[src/design/mrpl_pkg.sv]
// Shared types, constants and helper functions for the particle LED block.
package mrpl_pkg;

    localparam int LED_COUNT      = 4;
    localparam int PARTICLE_COUNT = 3;
    localparam int BAND_COUNT     = 8;
    localparam int BAND_W         = 16;
    localparam int COLOR_W        = 8;
    localparam int IN_W           = BAND_COUNT * BAND_W;
    localparam int OUT_W          = 12 * COLOR_W;

    // Music modes
    typedef enum logic [1:0] {
        MODE_CALM   = 2'd0,
        MODE_NORMAL = 2'd1,
        MODE_BEAT   = 2'd2,
        MODE_CLIMAX = 2'd3
    } mode_t;

    // Configuration register indexes
    localparam logic [1:0] CFG_FIELD_RADIUS = 2'd0;
    localparam logic [1:0] CFG_SPEED_FIRST  = 2'd1;
    localparam logic [1:0] CFG_SPEED_SECOND = 2'd2;
    localparam logic [1:0] CFG_SPEED_THIRD  = 2'd3;

    localparam logic [6:0] RADIUS_MIN   = 7'd1;
    localparam logic [6:0] RADIUS_MAX   = 7'd120;
    localparam logic [4:0] SPEED_MAX    = 5'd20;
    localparam logic [15:0] SCALE_ONE   = 16'd16384;
    localparam logic [15:0] RECIP_TEN   = 16'd52429;
    localparam logic [7:0] FLASH_FULL   = 8'd255;
    localparam logic [7:0] FLASH_FLOOR  = 8'd3;
    localparam logic [7:0] FLASH_SHOWN  = 8'd10;
    localparam logic [7:0] KICK_STEP    = 8'd30;

    localparam logic [18:0] CALM_LIMIT   = 19'd10;
    localparam logic [18:0] CLIMAX_LIMIT = 19'd80;
    localparam logic [17:0] BEAT_LIMIT   = 18'd40;

    // Target speed of each mode, unsigned Q2.14
    function automatic logic [15:0] mode_speed(input mode_t m);
        case (m)
            MODE_CALM:   mode_speed = 16'd4915;
            MODE_NORMAL: mode_speed = 16'd16384;
            MODE_BEAT:   mode_speed = 16'd8192;
            MODE_CLIMAX: mode_speed = 16'd29491;
            default:     mode_speed = 16'd16384;
        endcase
    endfunction

    // Target intensity of each mode
    function automatic logic [7:0] mode_intensity(input mode_t m);
        case (m)
            MODE_CALM:   mode_intensity = 8'd60;
            MODE_CLIMAX: mode_intensity = 8'd240;
            default:     mode_intensity = 8'd150;
        endcase
    endfunction

    // LED places on the line
    function automatic logic [7:0] led_place(input logic [1:0] led);
        case (led)
            2'd0:    led_place = 8'd32;
            2'd1:    led_place = 8'd96;
            2'd2:    led_place = 8'd160;
            default: led_place = 8'd224;
        endcase
    endfunction

    // x / 255 for x up to 255*255: x = 256q + lo = 255q + (q + lo)
    function automatic logic [7:0] div255(input logic [15:0] x);
        logic [8:0] q;
        logic [8:0] r;
        q = {1'b0, x[15:8]};
        r = {1'b0, x[7:0]} + q;
        if (r >= 9'd255)
        begin
            q = q + 9'd1;
            r = r - 9'd255;
        end
        if (r >= 9'd255)
        begin
            q = q + 9'd1;
        end
        div255 = q[7:0];
    endfunction

endpackage

[src/design/mrpl_front.sv]
// Front end: takes a frame of band deltas and classifies it into a music mode.
module mrpl_front (
    input  logic                    clk,
    input  logic                    rst_n,
    input  logic                    s_tvalid,
    output logic                    s_tready,
    // band_delta_0 .. band_delta_7, 16 bits each, band 0 lowest
    input  logic [127:0]            s_tdata,
    output logic                    push_valid,
    input  logic                    push_ready,
    output mrpl_pkg::mode_t         push_mode
);
    import mrpl_pkg::*;

    typedef enum logic [2:0] {
        F_IDLE = 3'b001,
        F_SUM  = 3'b010,
        F_PUSH = 3'b100
    } fstate_t;

    fstate_t        state_reg, state_next;
    logic [IN_W-1:0] data_reg, data_next;
    logic [2:0]     idx_reg, idx_next;
    logic [18:0]    total_reg, total_next;
    logic [17:0]    low_reg, low_next;

    logic [15:0]        band;
    logic signed [16:0] band_x;
    logic [16:0]        band_abs;

    // Magnitude of the band under the pointer
    always_comb
    begin
        band     = data_reg[{idx_reg, 4'b0000} +: BAND_W];
        band_x   = {band[15], band};
        band_abs = band_x[16] ? 17'(-band_x) : 17'(band_x);
    end

    // Accumulate one band a cycle, then hand the mode on
    always_comb
    begin
        state_next = state_reg;
        data_next  = data_reg;
        idx_next   = idx_reg;
        total_next = total_reg;
        low_next   = low_reg;
        case (state_reg)
            F_IDLE:
            begin
                if (s_tvalid)
                begin
                    data_next  = s_tdata;
                    idx_next   = 3'd0;
                    total_next = '0;
                    low_next   = '0;
                    state_next = F_SUM;
                end
            end
            F_SUM:
            begin
                total_next = total_reg + 19'(band_abs);
                if (!idx_reg[2])
                begin
                    low_next = low_reg + 18'(band_abs);
                end
                idx_next = idx_reg + 3'd1;
                if (idx_reg == 3'd7)
                begin
                    state_next = F_PUSH;
                end
            end
            F_PUSH:
            begin
                if (push_ready)
                begin
                    state_next = F_IDLE;
                end
            end
            default:
            begin
                state_next = F_IDLE;
            end
        endcase
    end

    // Pick the mode from the summed magnitudes
    always_comb
    begin
        if (low_reg > BEAT_LIMIT)
        begin
            push_mode = MODE_BEAT;
        end
        else if (total_reg < CALM_LIMIT)
        begin
            push_mode = MODE_CALM;
        end
        else if (total_reg > CLIMAX_LIMIT)
        begin
            push_mode = MODE_CLIMAX;
        end
        else
        begin
            push_mode = MODE_NORMAL;
        end
    end

    assign s_tready   = (state_reg == F_IDLE);
    assign push_valid = (state_reg == F_PUSH);

    always_ff @(posedge clk or negedge rst_n)
    begin
        if (!rst_n)
        begin
            state_reg <= F_IDLE;
        end
        else
        begin
            state_reg <= state_next;
        end
    end

    always_ff @(posedge clk)
    begin
        data_reg  <= data_next;
        idx_reg   <= idx_next;
        total_reg <= total_next;
        low_reg   <= low_next;
    end

endmodule

[src/design/mrpl_queue.sv]
// Two-entry queue of classified frames between the front and back ends.
module mrpl_queue (
    input  logic            clk,
    input  logic            rst_n,
    input  logic            push_valid,
    output logic            push_ready,
    input  mrpl_pkg::mode_t push_mode,
    output logic            pop_valid,
    input  logic            pop_ready,
    output mrpl_pkg::mode_t pop_mode
);
    import mrpl_pkg::*;

    mode_t      mem_reg [2];
    logic       wr_ptr_reg, rd_ptr_reg;
    logic [1:0] count_reg;
    logic       do_push, do_pop;

    assign push_ready = (count_reg != 2'd2);
    assign pop_valid  = (count_reg != 2'd0);
    assign pop_mode   = mem_reg[rd_ptr_reg];
    assign do_push    = push_valid && push_ready;
    assign do_pop     = pop_valid && pop_ready;

    // Advance pointers and count on each transfer
    always_ff @(posedge clk or negedge rst_n)
    begin
        if (!rst_n)
        begin
            wr_ptr_reg <= 1'b0;
            rd_ptr_reg <= 1'b0;
            count_reg  <= 2'd0;
        end
        else
        begin
            if (do_push)
            begin
                wr_ptr_reg <= ~wr_ptr_reg;
            end
            if (do_pop)
            begin
                rd_ptr_reg <= ~rd_ptr_reg;
            end
            if (do_push && !do_pop)
            begin
                count_reg <= count_reg + 2'd1;
            end
            else if (do_pop && !do_push)
            begin
                count_reg <= count_reg - 2'd1;
            end
        end
    end

    always_ff @(posedge clk)
    begin
        if (do_push)
        begin
            mem_reg[wr_ptr_reg] <= push_mode;
        end
    end

endmodule

[src/design/mrpl_back.sv]
// Back end: flash, speed, particle motion, LED fields and colour smoothing.
module mrpl_back (
    input  logic            clk,
    input  logic            rst_n,
    input  logic            cfg_en,
    input  logic [1:0]      cfg_index,
    input  logic [6:0]      cfg_data,
    input  logic            pop_valid,
    output logic            pop_ready,
    input  mrpl_pkg::mode_t pop_mode,
    output logic            m_tvalid,
    input  logic            m_tready,
    // led0_red, led0_green, led0_blue, led1_red .. led3_blue, 8 bits each
    output logic [95:0]     m_tdata
);
    import mrpl_pkg::*;

    typedef enum logic [8:0] {
        B_IDLE  = 9'b000000001,
        B_FLASH = 9'b000000010,
        B_SPEED = 9'b000000100,
        B_PART  = 9'b000001000,
        B_DIST  = 9'b000010000,
        B_DIV   = 9'b000100000,
        B_INF   = 9'b001000000,
        B_LED   = 9'b010000000,
        B_OUT   = 9'b100000000
    } bstate_t;

    bstate_t state_reg, state_next;

    // Configuration
    logic [6:0] radius_reg;
    logic [4:0] base_reg [3];

    // Frame state
    mode_t             mode_reg, mode_next;
    logic [7:0]        flash_reg, flash_next;
    logic [15:0]       scale_reg, scale_next;
    logic [2:0]        phase_reg, phase_next;
    logic [7:0]        pos_reg [3];
    logic [7:0]        pos_next [3];
    logic              down_reg [3];
    logic              down_next [3];
    logic [7:0]        inten_reg [3];
    logic [7:0]        inten_next [3];
    logic [7:0]        shown_reg [12];
    logic [7:0]        shown_next [12];

    // Sequencer working registers
    logic [1:0]        part_reg, part_next;
    logic [1:0]        led_reg, led_next;
    logic [2:0]        bit_reg, bit_next;
    logic [6:0]        rem_reg, rem_next;
    logic [7:0]        num_reg, num_next;
    logic [7:0]        quo_reg, quo_next;
    logic signed [16:0] diff_reg, diff_next;
    logic [7:0]        inf_reg [3];
    logic [7:0]        inf_next [3];
    logic [OUT_W-1:0]  out_reg, out_next;
    logic              out_valid_reg, out_valid_next;

    // Per-step logic
    logic [6:0]        rad;
    logic [9:0]        flash_x3;
    logic [15:0]       diff_abs;
    logic [31:0]       mag_prod;
    logic [12:0]       mag;
    logic [7:0]        ti;
    logic signed [9:0] di;
    logic signed [9:0] inten_sum;
    logic signed [9:0] pos_x;
    logic [4:0]        base;
    logic [20:0]       sp_prod;
    logic [6:0]        sp;
    logic signed [9:0] dd;
    logic [7:0]        gap;
    logic [6:0]        rd;
    logic [14:0]       num;
    logic [7:0]        trial;
    logic [7:0]        ch_sum;
    logic [7:0]        head;
    logic signed [9:0] ds;
    logic signed [9:0] shown_sum;
    logic              last_part;

    // Field radius limited to its working range
    always_comb
    begin
        if (radius_reg < RADIUS_MIN)
        begin
            rad = RADIUS_MIN;
        end
        else if (radius_reg > RADIUS_MAX)
        begin
            rad = RADIUS_MAX;
        end
        else
        begin
            rad = radius_reg;
        end
    end

    assign last_part = (part_reg == 2'(PARTICLE_COUNT - 1));
    assign pop_ready = (state_reg == B_IDLE);
    assign m_tvalid  = out_valid_reg;
    assign m_tdata   = out_reg;

    always_comb
    begin
        state_next     = state_reg;
        mode_next      = mode_reg;
        flash_next     = flash_reg;
        scale_next     = scale_reg;
        phase_next     = phase_reg;
        pos_next       = pos_reg;
        down_next      = down_reg;
        inten_next     = inten_reg;
        shown_next     = shown_reg;
        part_next      = part_reg;
        led_next       = led_reg;
        bit_next       = bit_reg;
        rem_next       = rem_reg;
        num_next       = num_reg;
        quo_next       = quo_reg;
        diff_next      = diff_reg;
        inf_next       = inf_reg;
        out_next       = out_reg;
        out_valid_next = out_valid_reg;

        flash_x3  = '0;
        diff_abs  = '0;
        mag_prod  = '0;
        mag       = '0;
        ti        = '0;
        di        = '0;
        inten_sum = '0;
        pos_x     = '0;
        base      = '0;
        sp_prod   = '0;
        sp        = '0;
        dd        = '0;
        gap       = '0;
        rd        = '0;
        num       = '0;
        trial     = '0;
        ch_sum    = '0;
        head      = '0;
        ds        = '0;
        shown_sum = '0;

        // Drop the result once it has been transferred
        if (out_valid_reg && m_tready)
        begin
            out_valid_next = 1'b0;
        end

        case (state_reg)
            B_IDLE:
            begin
                if (pop_valid)
                begin
                    mode_next = pop_mode;
                    if (pop_mode == MODE_BEAT)
                    begin
                        flash_next = FLASH_FULL;
                    end
                    state_next = B_FLASH;
                end
            end
            // Decay the flash and measure the distance to the target speed
            B_FLASH:
            begin
                flash_x3 = {2'b00, flash_reg} + {1'b0, flash_reg, 1'b0};
                if (flash_x3[9:2] < FLASH_FLOOR)
                begin
                    flash_next = '0;
                end
                else
                begin
                    flash_next = flash_x3[9:2];
                end
                diff_next  = $signed({1'b0, mode_speed(mode_reg)})
                           - $signed({1'b0, scale_reg});
                state_next = B_SPEED;
            end
            // Move the speed scale a tenth of the way
            B_SPEED:
            begin
                diff_abs = diff_reg[16] ? 16'(-diff_reg) : 16'(diff_reg);
                mag_prod = diff_abs * RECIP_TEN;
                mag      = mag_prod[31:19];
                if (diff_reg[16])
                begin
                    scale_next = scale_reg - 16'(mag);
                end
                else
                begin
                    scale_next = scale_reg + 16'(mag);
                end
                part_next  = 2'd0;
                state_next = B_PART;
            end
            // Intensity, beat kick and step of one particle
            B_PART:
            begin
                ti = (flash_reg != 8'd0) ? FLASH_FULL : mode_intensity(mode_reg);
                di = $signed({2'b00, ti}) - $signed({2'b00, inten_reg[part_reg]});
                inten_sum = $signed({2'b00, inten_reg[part_reg]}) + (di >>> 3);
                inten_next[part_reg] = inten_sum[7:0];

                pos_x = $signed({2'b00, pos_reg[part_reg]});
                if (flash_reg != 8'd0 && phase_reg == {1'b0, part_reg})
                begin
                    if (down_reg[part_reg])
                    begin
                        pos_x = pos_x - $signed({2'b00, KICK_STEP});
                    end
                    else
                    begin
                        pos_x = pos_x + $signed({2'b00, KICK_STEP});
                    end
                end

                base    = (base_reg[part_reg] > SPEED_MAX) ? SPEED_MAX : base_reg[part_reg];
                sp_prod = base * scale_reg;
                sp      = (sp_prod[20:14] == 7'd0) ? 7'd1 : sp_prod[20:14];
                if (down_reg[part_reg])
                begin
                    pos_x = pos_x - $signed({3'b000, sp});
                end
                else
                begin
                    pos_x = pos_x + $signed({3'b000, sp});
                end

                // Reflect off either end of the line
                if (pos_x > 10'sd255)
                begin
                    pos_x = 10'sd510 - pos_x;
                    down_next[part_reg] = 1'b1;
                end
                else if (pos_x < 10'sd0)
                begin
                    pos_x = -pos_x;
                    down_next[part_reg] = 1'b0;
                end
                pos_next[part_reg] = pos_x[7:0];

                if (last_part)
                begin
                    part_next  = 2'd0;
                    led_next   = 2'd0;
                    state_next = B_DIST;
                end
                else
                begin
                    part_next = part_reg + 2'd1;
                end
            end
            // Distance of the particle to the LED; start the divide if in range
            B_DIST:
            begin
                dd  = $signed({2'b00, pos_reg[part_reg]}) - $signed({2'b00, led_place(led_reg)});
                gap = dd[9] ? 8'(-dd) : 8'(dd);
                if (gap < {1'b0, rad})
                begin
                    rd         = rad - gap[6:0];
                    num        = {rd, 8'b0} - {8'b0, rd};
                    rem_next   = num[14:8];
                    num_next   = num[7:0];
                    quo_next   = '0;
                    bit_next   = 3'd0;
                    state_next = B_DIV;
                end
                else
                begin
                    inf_next[part_reg] = '0;
                    if (last_part)
                    begin
                        state_next = B_LED;
                    end
                    else
                    begin
                        part_next = part_reg + 2'd1;
                    end
                end
            end
            // One quotient bit a cycle of (rad - distance) * 255 / rad
            B_DIV:
            begin
                trial    = {rem_reg, num_reg[7]};
                num_next = {num_reg[6:0], 1'b0};
                if (trial >= {1'b0, rad})
                begin
                    rem_next = 7'(trial - {1'b0, rad});
                    quo_next = {quo_reg[6:0], 1'b1};
                end
                else
                begin
                    rem_next = trial[6:0];
                    quo_next = {quo_reg[6:0], 1'b0};
                end
                bit_next = bit_reg + 3'd1;
                if (bit_reg == 3'd7)
                begin
                    state_next = B_INF;
                end
            end
            // Weight the field by the particle intensity
            B_INF:
            begin
                inf_next[part_reg] = div255(16'(quo_reg) * 16'(inten_reg[part_reg]));
                if (last_part)
                begin
                    state_next = B_LED;
                end
                else
                begin
                    part_next  = part_reg + 2'd1;
                    state_next = B_DIST;
                end
            end
            // Add the flash and smooth the three channels of one LED
            B_LED:
            begin
                for (int c = 0; c < 3; c++)
                begin
                    ch_sum = (c < PARTICLE_COUNT) ? inf_reg[c] : 8'd0;
                    if (flash_reg > FLASH_SHOWN)
                    begin
                        head   = FLASH_FULL - ch_sum;
                        ch_sum = ch_sum + div255(16'(head) * 16'(flash_reg));
                    end
                    ds = $signed({2'b00, ch_sum})
                       - $signed({2'b00, shown_reg[led_reg * 3 + c]});
                    shown_sum = $signed({2'b00, shown_reg[led_reg * 3 + c]}) + (ds >>> 2);
                    shown_next[led_reg * 3 + c] = shown_sum[7:0];
                end
                part_next = 2'd0;
                if (led_reg == 2'(LED_COUNT - 1))
                begin
                    state_next = B_OUT;
                end
                else
                begin
                    led_next   = led_reg + 2'd1;
                    state_next = B_DIST;
                end
            end
            // Load the output register once it is free
            B_OUT:
            begin
                if (!out_valid_reg || m_tready)
                begin
                    for (int k = 0; k < 12; k++)
                    begin
                        out_next[k * COLOR_W +: COLOR_W] = shown_reg[k];
                    end
                    out_valid_next = 1'b1;
                    phase_next     = (phase_reg >= 3'd4) ? 3'd0 : phase_reg + 3'd1;
                    state_next     = B_IDLE;
                end
            end
            default:
            begin
                state_next = B_IDLE;
            end
        endcase
    end

    // Control and frame state
    always_ff @(posedge clk or negedge rst_n)
    begin
        if (!rst_n)
        begin
            state_reg     <= B_IDLE;
            out_valid_reg <= 1'b0;
            mode_reg      <= MODE_NORMAL;
            flash_reg     <= '0;
            scale_reg     <= SCALE_ONE;
            phase_reg     <= '0;
            pos_reg[0]    <= 8'd32;
            pos_reg[1]    <= 8'd96;
            pos_reg[2]    <= 8'd192;
            for (int i = 0; i < 3; i++)
            begin
                down_reg[i]  <= 1'b0;
                inten_reg[i] <= 8'd200;
            end
            for (int k = 0; k < 12; k++)
            begin
                shown_reg[k] <= '0;
            end
            radius_reg  <= 7'd30;
            base_reg[0] <= 5'd1;
            base_reg[1] <= 5'd2;
            base_reg[2] <= 5'd3;
        end
        else
        begin
            state_reg     <= state_next;
            out_valid_reg <= out_valid_next;
            mode_reg      <= mode_next;
            flash_reg     <= flash_next;
            scale_reg     <= scale_next;
            phase_reg     <= phase_next;
            pos_reg       <= pos_next;
            down_reg      <= down_next;
            inten_reg     <= inten_next;
            shown_reg     <= shown_next;
            if (cfg_en)
            begin
                case (cfg_index)
                    CFG_FIELD_RADIUS: radius_reg  <= cfg_data;
                    CFG_SPEED_FIRST:  base_reg[0] <= cfg_data[4:0];
                    CFG_SPEED_SECOND: base_reg[1] <= cfg_data[4:0];
                    CFG_SPEED_THIRD:  base_reg[2] <= cfg_data[4:0];
                    default:          radius_reg  <= radius_reg;
                endcase
            end
        end
    end

    // Working registers
    always_ff @(posedge clk)
    begin
        part_reg <= part_next;
        led_reg  <= led_next;
        bit_reg  <= bit_next;
        rem_reg  <= rem_next;
        num_reg  <= num_next;
        quo_reg  <= quo_next;
        diff_reg <= diff_next;
        inf_reg  <= inf_next;
        out_reg  <= out_next;
    end

endmodule

[src/design/music_reactive_particle_leds.sv]
// Top level of the music-reactive particle LED block.
// Flow: the front end classifies a frame band by band; the back end then steps the
// particles and runs the bit-serial divider of the field strength for each particle
// and LED pair in range. The back end sequencer takes one frame at a time and bounds
// the frame rate; the front end can classify the next frame while it works.
// Reset: control and frame state take initial values at once; data registers do not.
module music_reactive_particle_leds (
    input  logic         clk,
    input  logic         rst_n,
    input  logic         cfg_en,
    input  logic [1:0]   cfg_index,
    input  logic [6:0]   cfg_data,
    input  logic         s_tvalid,
    output logic         s_tready,
    // band_delta_0 .. band_delta_7, 16 bits each, band 0 lowest
    input  logic [127:0] s_tdata,
    output logic         m_tvalid,
    input  logic         m_tready,
    // led0_red, led0_green, led0_blue, led1_red .. led3_blue, 8 bits each
    output logic [95:0]  m_tdata
);
    import mrpl_pkg::*;

    logic  push_valid, push_ready;
    mode_t push_mode;
    logic  pop_valid, pop_ready;
    mode_t pop_mode;

    mrpl_front u_front (
        .clk        (clk),
        .rst_n      (rst_n),
        .s_tvalid   (s_tvalid),
        .s_tready   (s_tready),
        .s_tdata    (s_tdata),
        .push_valid (push_valid),
        .push_ready (push_ready),
        .push_mode  (push_mode)
    );

    mrpl_queue u_queue (
        .clk        (clk),
        .rst_n      (rst_n),
        .push_valid (push_valid),
        .push_ready (push_ready),
        .push_mode  (push_mode),
        .pop_valid  (pop_valid),
        .pop_ready  (pop_ready),
        .pop_mode   (pop_mode)
    );

    mrpl_back u_back (
        .clk       (clk),
        .rst_n     (rst_n),
        .cfg_en    (cfg_en),
        .cfg_index (cfg_index),
        .cfg_data  (cfg_data),
        .pop_valid (pop_valid),
        .pop_ready (pop_ready),
        .pop_mode  (pop_mode),
        .m_tvalid  (m_tvalid),
        .m_tready  (m_tready),
        .m_tdata   (m_tdata)
    );

    // The front end works on one frame at a time
    a_front_busy: assert property (@(posedge clk) disable iff (!rst_n)
        (s_tvalid && s_tready) |=> !s_tready)
        else $error("front end accepted a frame while busy");

    // A stalled classification holds until the queue takes it
    a_push_hold: assert property (@(posedge clk) disable iff (!rst_n)
        (push_valid && !push_ready) |=> (push_valid && push_mode == $past(push_mode)))
        else $error("classified frame dropped while queue full");

    // The back end takes one frame and then stays busy
    a_back_busy: assert property (@(posedge clk) disable iff (!rst_n)
        (pop_valid && pop_ready) |=> !pop_ready)
        else $error("back end took two frames back to back");

endmodule

[config.mk]
export PLATFORM = sky130hd
export DESIGN_NAME = music_reactive_particle_leds
export DESIGN_NICKNAME = d
export VERILOG_FILES = /design/src/design/mrpl_pkg.sv /design/src/design/mrpl_front.sv /design/src/design/mrpl_queue.sv /design/src/design/mrpl_back.sv /design/src/design/music_reactive_particle_leds.sv
export SDC_FILE = /design/constraint.sdc
export NUM_CORES = 2
export LEC_CHECK = 0
export BUFFER_PORTS_ARGS = -buffer_cell sky130_fd_sc_hd__buf_2
export CAP_MARGIN = 30
export CELL_PAD_IN_SITES_DETAIL_PLACEMENT = 1
export CELL_PAD_IN_SITES_GLOBAL_PLACEMENT = 1
export CORE_MARGIN = 2
export CORE_UTILIZATION = 54
export DETAILED_ROUTE_END_ITERATION = 6
export GPL_ROUTABILITY_DRIVEN = 0
export PLACE_DENSITY = 0.85
export SETUP_SLACK_MARGIN = 0.15
export SLEW_MARGIN = 20
export SYNTH_ARGS = -nofsm -noshare
export SYNTH_HDL_FRONTEND = slang
export SYNTH_SLANG_ARGS = --single-unit
export TNS_END_PERCENT = 1
[constraint.sdc]
create_clock -name clk -period 21.9 [get_ports clk]
set_clock_uncertainty 0.15 [all_clocks]
set_input_delay 1.095 -clock clk [delete_from_list [all_inputs] [get_ports clk]]
set_output_delay 1.095 -clock clk [all_outputs]
set_load 0.01 [all_outputs]
==> impl_metrics.tcl <==
set metrics [dict create \
    crit_arrival_ns 14.01 \
    cts-resized-gates 0 \
    synth_ff_type "edfxtp_1" \
    ant_nets 0 \
    finalSetupTns_ns 0 \
    drc_errors 0 \
    ctsRootBufferMaster "clkbuf_16" \
    worstPathRequired_ns 22.19 \
    dp_hpwl_um 127000 \
    clkSinkCount 554 \
    crit_fanout 22 \
    rsz0062_at_grt "no" \
    cts_max_level 3 \
    fmax_mhz 72.9 \
    cp_slowest_stage_delay_ns 0.82 \
    cap_violations 0 \
    wl_per_cell_um 25.4 \
    first_pass_iters 7 \
    overflow 0 \
    cts_buffer_depth 3 \
    slowest_stage "xor2_1" \
    dieArea_um2 99000 \
    drive_gt1_share_pct 11.3 \
    timing.slew.headroom_pct 25.2 \
    ys_ff_latch 554 \
    tightest_slew_ns 1.11 \
    cts_hold_buffers 0 \
    end_kind "flop" \
    synthArstFlopShare_pct 38.8 \
    clock_latency_ns 0.63 \
    tritoncts "built" \
    synth_area_um2 52100 \
    grt_pass1_wl_um 272000 \
    post-route-min-period_ns 13.72 \
    clk_pin_slew_ns 0.06 \
    crit_path_start_kind "flop" \
    critPathKind "flop to flop" \
    synth.avg_cell_area_um2 9.69 \
    largest_register_ffs 128 \
    vias_per_cell 6.40 \
    finalMaxSlewViolations 0 \
    synth_area_leaders "edfxtp_1, ha_1, fa_1, dfrtp_1, inv_1" \
    postSynthCellCount 5373 \
    cp_top_family "adder cells" \
    cts_inserted_buffers 66 \
    ys_types 108 \
    finalWirelength_um 174000 \
    nets 6519 \
    core_area_um2 95300 \
    vias 43804 \
    hold_path_class "flop to flop" \
    die_w_um 315 \
    setup_viol 0 \
    initial_core_util_pct 54.7 \
    yosysSeqAreaShare_pct 29.9 \
    area_growth_pct 9.14 \
    pin_count 240 \
    fin_crit_sh_pct 62.7 \
    yosys_warnings 0 \
    numPortBuffers 239 \
    grtUsageTotal_pct 35.0 \
    synth.top_cell.area_share_pct 19.5 \
    synth_top_area_cell "edfxtp_1" \
    status "finished, final reports clean" \
    num_rows 113 \
    grt_pass1_vias 47405 \
    drtIter0Drc 3913 \
    finalHoldViolations 0 \
    path_buf_inv 5 \
    die_h_um 315 \
    antenna_found_initial 4 \
    grt_max_degree 89 \
    synth_edf_count 339 \
    cts_setup_buffers 0 \
    crit_top_cell "ha_1" \
]
## metal layers
metal	vias to the layer above	wire length [µm]	GRT usage, %	part of all wire, %
met2	2104	83300	58.5	48
met4	4	8090	14.3	4.7
met1	22005	67800	43.9	39
met5	-	29	0	0.017
li1	19095	-	-	-
met3	596	14500	7.92	8.4
## cells in the mapped netlist, types with 32 or more instances
cell type,instances
clkbuf_1,170
a21oi_1,311
nand3_1,86
o21ai_0,209
mux2i_1,93
edfxtp_1,339
mux4_2,89
and2_1,84
nand2_1,487
nand4_1,32
inv_1,569
ha_1,564
nor3_1,89
nor2_1,433
fa_1,286
and3_1,44
o21bai_1,66
xnor2_1,227
o22ai_1,36
o31ai_1,48
xor2_1,112
mux2_2,42
nand2b_1,77
nor2b_1,75
dfrtp_1,189
a221oi_1,38
a21o_1,71
## layout make-up
cell class / count / area, µm²
repair buffers: 306 / 1780
clock buffers: 85 / 1860
inverters: 572 / 2150
diodes: 3 / 7.51
fillers: 10676 / 38400
multi-input cells: 4027 / 33500
flip-flops and latches: 554 / 15600
clock inverters: 34 / 384
well taps: 1265 / 1580
## layout by cell type (no fill, tap or decap), types with 19 or more instances in the layout
cell	Yosys	final
a211oi_1	29	28
a21o_1	71	71
a21oi_1	311	311
a221oi_1	38	38
a31oi_1	26	26
and2_1	84	84
and3_1	44	44
buf_2	11	240
buf_4	6	56
clkbuf_16	0	70
dfrtp_1	189	189
dfstp_2	26	26
edfxtp_1	339	339
fa_1	286	286
ha_1	564	563
inv_1	569	568
mux2_2	42	42
mux2i_1	93	93
mux4_2	89	89
nand2_1	487	487
nand2b_1	77	77
nand3_1	86	86
nand4_1	32	32
nor2_1	433	432
nor2b_1	75	73
nor3_1	89	89
nor3b_1	20	19
nor4_1	24	24
o211ai_1	26	26
o21a_1	28	28
o21ai_0	209	208
o21ai_1	20	21
o21bai_1	66	66
o22ai_1	36	36
o31ai_1	48	48
or3_1	22	22
xnor2_1	227	227
xor2_1	112	112
## worst reg2reg max path: cells and delay by family, from the launching register on
kind | cells | cell delay (ns)
compound gates | 17 | 3.27
xor+xnor | 4 | 2.02
fa+ha+maj | 11 | 4.30
buf+inv | 5 | 0.98
flops | 1 | 0.48
mux | 1 | 0.29
simple gates | 11 | 2.07
## cell families after synthesis
| family | count (synthesis) | synth area share, % |
|---|---|---|
| other | 1 | 0.00720 |
| buffers and inverters | 793 | 5.83 |
| AO/OA/AOI/OAI | 1051 | 13.0 |
| flip-flops | 554 | 29.9 |
| multiplexers | 227 | 6.62 |
| adder cells (fa/ha/maj) | 850 | 24.5 |
| XOR/XNOR | 343 | 5.86 |
| AND/OR/NAND/NOR | 1554 | 14.2 |
## final timing paths
| path | start | end | slack [ns] | depth (start not counted) |
|---|---|---|---|---|
| min in group asynchronous | rst_n | u_back.shown_reg[75] | 0.32 | 1 |
| max in group asynchronous | rst_n | u_back.base_reg[5] | 19.11 | 4 |
| hold reg to reg | u_back.inten_reg[14] | u_back.inten_reg[14] | 0.31 | 2 |
| hold / removal | u_back.inten_reg[14] | u_back.inten_reg[14] | 0.31 | 2 |
| setup reg to reg | u_back.flash_reg[3] | u_back.shown_reg[14] | 8.18 | 49 |
| setup / recovery | u_back.flash_reg[3] | u_back.shown_reg[14] | 8.18 | 49 |
## stage by stage
step	setup WS, ns	cell area, µm²	cells	hold WS [ns]	util [%]
after floorplan	10.51	52100	5374	0.289	-
after detailed placement	8.53	54500	6714	0.298	57.2
after global routing	7.25	56800	6843	0.336	59.7
final	8.18	56900	6846	0.306	59.7
after global placement	9.10	54400	6705	0.297	57.1
after CTS	8.45	56700	6833	0.309	59.5
Power is not shown: default switching activity piles up to over one toggle a cycle in this logic, so the estimate is an artifact.
